## src/rtl/bbuart_pkg.sv

```systemverilog
// Shared types and constants for the bit-banged UART string transmitter.
// Used by bbuart_core and bitbang_uart_string_transmitter; no dependencies.
package bbuart_pkg;

  // Depth of the character buffer in bytes.
  localparam int unsigned BUF_DEPTH = 32;
  localparam int unsigned BUF_AW    = $clog2(BUF_DEPTH);

  // Bit times per frame after the start bit: eight data bits and a stop bit.
  localparam logic [3:0] FRAME_BITS = 4'd9;
  localparam logic [7:0] FIRST_MASK = 8'h01;

  // Buffer depth as a send length, used for saturation and range checks.
  localparam logic [8:0] DEPTH_LEN = 9'(BUF_DEPTH);

  // Item kinds carried on the input channel's tuser.
  typedef enum logic [1:0] {
    KIND_WRITE = 2'd0,
    KIND_START = 2'd1,
    KIND_TICK  = 2'd2,
    KIND_NONE  = 2'd3
  } kind_t;

  // One registered input item.
  typedef struct packed {
    kind_t      kind;
    logic [4:0] byte_index;
    logic [7:0] byte_value;
    logic [5:0] send_length;
    logic       power_level;
  } item_t;

  // One result item, produced for tick items only.
  typedef struct packed {
    logic tx_line;
    logic power_pin;
    logic sending;
  } result_t;

endpackage

```

## src/rtl/bbuart_core.sv

```systemverilog
// Frame sequencer and character buffer of the bit-banged UART transmitter.
// Depends on bbuart_pkg for the item and result types.
module bbuart_core (
  input  logic                clk,
  input  logic                rst_n,
  input  logic                fire,
  input  bbuart_pkg::item_t   item,
  output logic                res_valid,
  output bbuart_pkg::result_t res
);

  // Character buffer, no reset: entries are defined once written.
  logic [7:0] char_store [bbuart_pkg::BUF_DEPTH];

  logic [3:0] bits_left_r, bits_left_nxt;
  logic [7:0] current_char_r, current_char_nxt;
  logic [7:0] bit_mask_r, bit_mask_nxt;
  logic [5:0] next_position_r, next_position_nxt;
  logic [5:0] pending_length_r, pending_length_nxt;
  logic       power_hold_r, power_hold_nxt;
  logic [7:0] store_rd_r;
  logic [5:0] rd_addr;
  logic       store_we;

  // The read port follows the position that the next tick may load.
  assign rd_addr  = !rst_n ? '0 : (fire ? next_position_nxt : next_position_r);
  assign store_we = fire && (item.kind == bbuart_pkg::KIND_WRITE) &&
                    (9'(item.byte_index) < bbuart_pkg::DEPTH_LEN);

  // Buffer write port, and a registered read of the entry at the next position.
  // A write to that same entry is passed straight to the read register.
  always_ff @(posedge clk) begin
    if (store_we) begin
      char_store[item.byte_index[bbuart_pkg::BUF_AW-1:0]] <= item.byte_value;
    end
    if (store_we && (item.byte_index == rd_addr[bbuart_pkg::BUF_AW-1:0])) begin
      store_rd_r <= item.byte_value;
    end else begin
      store_rd_r <= char_store[rd_addr[bbuart_pkg::BUF_AW-1:0]];
    end
  end

  // Next state and result for the item in the input register.
  always_comb begin
    bits_left_nxt      = bits_left_r;
    current_char_nxt   = current_char_r;
    bit_mask_nxt       = bit_mask_r;
    next_position_nxt  = next_position_r;
    pending_length_nxt = pending_length_r;
    power_hold_nxt     = power_hold_r;
    res_valid          = 1'b0;
    res                = '0;
    unique case (item.kind)
      bbuart_pkg::KIND_START: begin
        // A start during a send is dropped; long lengths saturate.
        if (pending_length_r == '0) begin
          if (9'(item.send_length) > bbuart_pkg::DEPTH_LEN) begin
            pending_length_nxt = 6'(bbuart_pkg::BUF_DEPTH);
          end else begin
            pending_length_nxt = item.send_length;
          end
          next_position_nxt = '0;
        end
      end
      bbuart_pkg::KIND_TICK: begin
        res_valid = 1'b1;
        if (pending_length_r == '0) begin
          // Idle tick: line and power pin follow the supplied level.
          power_hold_nxt = item.power_level;
          res.tx_line    = item.power_level;
          res.power_pin  = item.power_level;
          res.sending    = 1'b0;
        end else begin
          // Count down the frame, load the next byte, or end the send.
          if (bits_left_r != '0) begin
            bits_left_nxt = bits_left_r - 4'd1;
          end else if (next_position_r < pending_length_r) begin
            current_char_nxt  = store_rd_r;
            bits_left_nxt     = bbuart_pkg::FRAME_BITS;
            next_position_nxt = next_position_r + 6'd1;
          end else begin
            pending_length_nxt = '0;
            next_position_nxt  = '0;
          end
          // Start bit, stop level, or the data bit under the mask.
          if (bits_left_nxt >= bbuart_pkg::FRAME_BITS) begin
            res.tx_line  = 1'b0;
            bit_mask_nxt = bbuart_pkg::FIRST_MASK;
          end else if (bits_left_nxt == '0) begin
            res.tx_line = 1'b1;
          end else begin
            res.tx_line  = |(current_char_nxt & bit_mask_r);
            bit_mask_nxt = {bit_mask_r[6:0], 1'b0};
          end
          res.power_pin = power_hold_r;
          res.sending   = 1'b1;
        end
      end
      default: begin
        // Buffer writes and unused kinds leave the sequencer as is.
      end
    endcase
  end

  // Sequencer state, updated when an item leaves the input register.
  always_ff @(posedge clk) begin
    if (!rst_n) begin
      bits_left_r      <= '0;
      current_char_r   <= '0;
      bit_mask_r       <= '0;
      next_position_r  <= '0;
      pending_length_r <= '0;
      power_hold_r     <= 1'b0;
    end else if (fire) begin
      bits_left_r      <= bits_left_nxt;
      current_char_r   <= current_char_nxt;
      bit_mask_r       <= bit_mask_nxt;
      next_position_r  <= next_position_nxt;
      pending_length_r <= pending_length_nxt;
      power_hold_r     <= power_hold_nxt;
    end
  end

endmodule

```

## src/rtl/bitbang_uart_string_transmitter.sv

```systemverilog
// Top level of the bit-banged UART string transmitter (8N1, one bit per tick).
// Depends on bbuart_pkg and bbuart_core.
//
// Usage: every input transfer carries a kind on in_tuser. A buffer write
// stores byte_value at byte_index; a start begins sending send_length bytes
// (saturated to the buffer depth) unless a send is already running; a tick
// is one bit time. Each tick yields exactly one output transfer holding the
// line level, the power pin and a sending flag; writes and starts yield none.
// A frame is a start bit, eight data bits LSB first and a stop bit; after
// the last byte one more stop-level tick is spent in the send.
// Path: an item is held in the input register, passes the sequencer, and
// its result is registered in the output register, which drives out_tvalid.
// Throughput: one item per cycle while the output is not stalled, set by
// the sequencer update between the input register and the output register.
// Reset clears the sequencer and both registers; buffer contents stay
// undefined until written. When the receiver stalls, the output register
// holds its result and the input register still takes one more item, after
// which in_tready falls until out_tready returns.
module bitbang_uart_string_transmitter (
  input  logic        clk,
  input  logic        rst_n,
  input  logic        in_tvalid,
  output logic        in_tready,
  input  logic [23:0] in_tdata,   // byte_index[4:0], byte_value[12:5],
                                  // send_length[18:13], power_level[19], zero
  input  logic [1:0]  in_tuser,   // kind[1:0]
  output logic        out_tvalid,
  input  logic        out_tready,
  output logic [7:0]  out_tdata   // tx_line[0], power_pin[1], sending[2], zero
);

  logic                in_valid_r;
  bbuart_pkg::item_t   item_r;
  logic                advance;
  logic                fire;
  logic                res_valid;
  bbuart_pkg::result_t res;
  logic                out_valid_r;
  bbuart_pkg::result_t out_r;

  // The output register frees when empty or taken this cycle.
  assign advance   = !out_valid_r || out_tready;
  assign fire      = in_valid_r && advance;
  assign in_tready = !in_valid_r || advance;

  // Input register.
  always_ff @(posedge clk) begin
    if (!rst_n) begin
      in_valid_r <= 1'b0;
    end else if (in_tready) begin
      in_valid_r <= in_tvalid;
    end
  end

  always_ff @(posedge clk) begin
    if (in_tready && in_tvalid) begin
      item_r.kind        <= bbuart_pkg::kind_t'(in_tuser);
      item_r.byte_index  <= in_tdata[4:0];
      item_r.byte_value  <= in_tdata[12:5];
      item_r.send_length <= in_tdata[18:13];
      item_r.power_level <= in_tdata[19];
    end
  end

  bbuart_core u_core (
    .clk       (clk),
    .rst_n     (rst_n),
    .fire      (fire),
    .item      (item_r),
    .res_valid (res_valid),
    .res       (res)
  );

  // Output register.
  always_ff @(posedge clk) begin
    if (!rst_n) begin
      out_valid_r <= 1'b0;
    end else if (advance) begin
      out_valid_r <= fire && res_valid;
    end
  end

  always_ff @(posedge clk) begin
    if (fire && res_valid) begin
      out_r <= res;
    end
  end

  assign out_tvalid = out_valid_r;
  assign out_tdata  = {5'b0, out_r.sending, out_r.power_pin, out_r.tx_line};

endmodule
```

## config.mk

```make
export PLATFORM = sky130hd
export DESIGN_NAME = bitbang_uart_string_transmitter
export DESIGN_NICKNAME = d
export VERILOG_FILES = /design/src/rtl/bbuart_pkg.sv /design/src/rtl/bbuart_core.sv /design/src/rtl/bitbang_uart_string_transmitter.sv
export SDC_FILE = /design/constraint.sdc
export NUM_CORES = 1
export LEC_CHECK = 0
export BUFFER_PORTS_ARGS = -buffer_cell sky130_fd_sc_hd__buf_2
export CAP_MARGIN = 20
export CORE_MARGIN = 2
export CORE_UTILIZATION = 55
export CTS_BUF_LIST = sky130_fd_sc_hd__clkbuf_4 sky130_fd_sc_hd__clkbuf_8 sky130_fd_sc_hd__clkbuf_16
export DETAILED_ROUTE_END_ITERATION = 6
export PLACE_DENSITY = 0.72
export REMOVE_ABC_BUFFERS = 1
export SLEW_MARGIN = 25
export SYNTH_ARGS = -nofsm -noshare
export SYNTH_HDL_FRONTEND = slang
export SYNTH_SLANG_ARGS = --single-unit
```

## constraint.sdc

```tcl
create_clock -name clk -period 7.5 [get_ports clk]
set_input_delay 0.375 -clock clk [delete_from_list [all_inputs] [get_ports clk]]
set_output_delay 0.375 -clock clk [all_outputs]
set_load 0.02 [all_outputs]
```

==> metrics.csv <==
metric;value;unit
Root Buffer;clkbuf_16;
sequential power share;0.515;
Max Cap Viol;0;
largest net degree at the start of global routing;47;
fin cells;1124;
number of global-route vias before repair;7102;
startpoint type of the worst setup path;flop;
CORE AREA;22600;um2
post-DR wirelength/cell;24.3;um
CP required;7800;ps
cell count after synthesis;749;
maximum clock path buffer count;3;
total track usage;0.229;
Slew Viols, Final;0;
clk sinks;316;
fin nets;855;
synthesis-stage register bit count;316;
Initial Utilization;0.561;
Clock Latency Late Sink;560;ps
routability cong.;0.852;
Rel. slew slack;0.303;
Primary FF master, synth;edfxtp_1;
Area Growth Syn to Fin;14.7;%
Hold Path Class;in2reg;
CTS clk-pin slew, worst paths;60;ps
WP data arrival;4030;ps
ys async rst share;0;
worst reg2reg setup slack;3780;ps
internal power;3.05;mW
Worst-Margin Slew;1040;ps
I/O Buffers;30;
Die ar.;24300;um2
TritonCTS clock tree;built;
syn avg cell area;17.0;um2
Clk pwr share;0.456;
fin area;14600;um2
Net Switching;0.729;mW
CTS Buf Count;31;
Post-DP HPWL;16700;um
Setup TNS;0;ps
die height;156;um
endpoints failing hold;0;
Vias/cell;6.20;
period utilization;0.496;
Post-synth EDFFs;281;
outcome;finished clean;
fraction of layout instances using a drive strength above 1;0.198;
RSZ-0062 raised after global routing;no;
CP endpoint kind;flop;
f_max;269;MHz
mapped cell area;12700;um2
Netlist cell types;55;
first-pass GRT wire length;41400;um
Worst R2R Start;u_core.next_position_r[1]$_SDFFE_PN0P_;
total gr overflow;0;
final setup skew;12.5;ps
most frequent cells in the layout;281 x edfxtp_1, 59 x nor2_1, 50 x mux4_2, 34 x mux2i_1, 33 x nand2_1;
Critical Path End;out_tdata[0]$_SDFFCE_PN0P_;
Ant. Diodes;0;
Placed Area;13100;um2
Sw Ratio;0.193;
combinational share of power;0.029;
final number of setup-violating endpoints;0;
drt drc;0;
I/O pin count;40;
# placed instances;1037;
Worst Setup SP;u_core.next_position_r[1]$_SDFFE_PN0P_;
crit path time final;3720;ps
sequential area share after synthesis;0.719;
maximum VDD drop;0.000151;V
Yosys Warn Count;0;
R2R depth;8;
commonest non-fill, non-tap cell in the layout;edfxtp_1;
initial antenna violation count;0;
CP Max Fanout;46;
die width;156;um
worst reg2reg endpoint;out_tdata[0]$_SDFFCE_PN0P_;
cell row count;55;
kind of critical path;reg2reg;
final wirelength;27300;um
CTS HTree Levels;1;
pwr/cell area;259;nW/um2
Routed Antenna Nets;0;
vias after detailed routing;6964;
Detailed Routing Iterations Pass 1;5;
initial DRC count;858;
Static Leakage;4.67;nW
## cells in the mapped netlist, types with 4 or more instances
master | n | area [um2]
buf_4 | 9 | 67.6
mux4_2 | 50 | 1130
and2_1 | 7 | 43.8
nand3b_1 | 7 | 52.6
inv_1 | 18 | 67.6
a22o_1 | 9 | 78.8
a21oi_1 | 11 | 55.1
nand4_1 | 4 | 25.0
edfxtp_1 | 281 | 8440
a22oi_1 | 4 | 30.0
clkbuf_1 | 9 | 33.8
nand3_1 | 18 | 90.1
nor2b_1 | 8 | 50.1
o211ai_1 | 4 | 30.0
or3_1 | 4 | 25.0
a21boi_0 | 13 | 97.6
o22ai_1 | 10 | 62.6
dfxtp_1 | 35 | 701
ha_1 | 11 | 138
nand2_1 | 33 | 124
mux2_2 | 14 | 158
nand2b_1 | 15 | 93.8
o21ai_0 | 10 | 50.1
a211oi_1 | 6 | 45.0
buf_1 | 6 | 22.5
buf_2 | 11 | 55.1
mux2i_1 | 34 | 340
nor2_1 | 60 | 225
## per-layer routing
layer | wire [um] | up-vias | GRT usage
met5 | 0 | - | 0
met4 | 668 | 0 | 0.0699
met3 | 1990 | 46 | 0.0375
met2 | 13700 | 301 | 0.385
met1 | 11000 | 3537 | 0.311
li1 | - | 3080 | -
## state kept, by name (all words and copies together) (netlist names)
name / cells
u_core.current_char_r: 8
u_core.next_position_r: 6
u_core.power_hold_r: 1
u_core.bit_mask_r: 8
out_tdata: 3
u_core.char_store: 256
out_tvalid: 1
in_valid_r: 1
u_core.pending_length_r: 6
item_r: 22
u_core.bits_left_r: 4
## stage by stage
step	power [mW]	worst slack, ps	hold slack (ps)	utilization
final	3.78	3780	69.1	0.644
after global placement	2.07	3780	456	0.578
after detailed placement	2.08	3790	460	0.578
after global routing	3.88	3610	84.9	0.644
after CTS	3.79	3790	55.4	0.639
after floorplan	2.04	2980	436	-
## power by group through the flow
stage | Clock, mW | Sequential [mW] | Combinational [mW]
floorplan | 0 | 1.98 | 0.0521
global placement | 0 | 1.99 | 0.0804
detailed placement | 0 | 1.99 | 0.0824
CTS | 1.74 | 1.96 | 0.0918
global route | 1.81 | 1.95 | 0.119
finish | 1.72 | 1.94 | 0.109
## layout make-up
type / instances / area, um2
clock buffer: 34 / 798
clock inverter: 24 / 357
fill: 1507 / 8070
inverter: 18 / 67.6
multi-input combinational: 384 / 3340
sequential: 316 / 9150
tap: 285 / 357
timing repair buffer: 63 / 507
## worst min-delay path by stage
stage	start	to	slack (ps)	depth (start not counted)
after CTS	in_tvalid	in_valid_r$_SDFFE_PN0N_	60	3
after detailed placement	item_r[2]$_DFFE_PP_	u_core.pending_length_r[1]$_SDFFE_PN0P_	460	1
final	in_tvalid	in_valid_r$_SDFFE_PN0N_	70	3
after global placement	item_r[4]$_DFFE_PP_	u_core.pending_length_r[3]$_SDFFE_PN0P_	460	1
after floorplan	item_r[1]$_DFFE_PP_	u_core.pending_length_r[0]$_SDFFE_PN0P_	440	1
after global routing	in_tvalid	in_valid_r$_SDFFE_PN0N_	80	3
## kinds of logic after synthesis
logic type,count (synthesis),synth area share
flip-flops,316,0.719
multiplexers,98,0.128
adder cells (fa/ha/maj),11,0.0108
buffers and inverters,53,0.0194
AND/OR/NAND/NOR,168,0.0634
XOR/XNOR,5,0.00345
other,1,0.000295
AO/OA/AOI/OAI,97,0.0558
## timing repair
action | CTS | global route
hold endpoints to repair | 22 | 0
hold buffers | 22 | 0
resized for setup | 0 | 0
buffers inserted | 0 | 0
## critical path, cell delays in order, from the launching register on
cell and delay [ps]:
dfxtp_4 860, buf_4 570, mux4_2 580, mux4_2 520
mux2_2 310, nand4_1 90, o21ai_1 80, a211oi_1 260
a31oi_1 120
(Power assumes the default switching activity.)
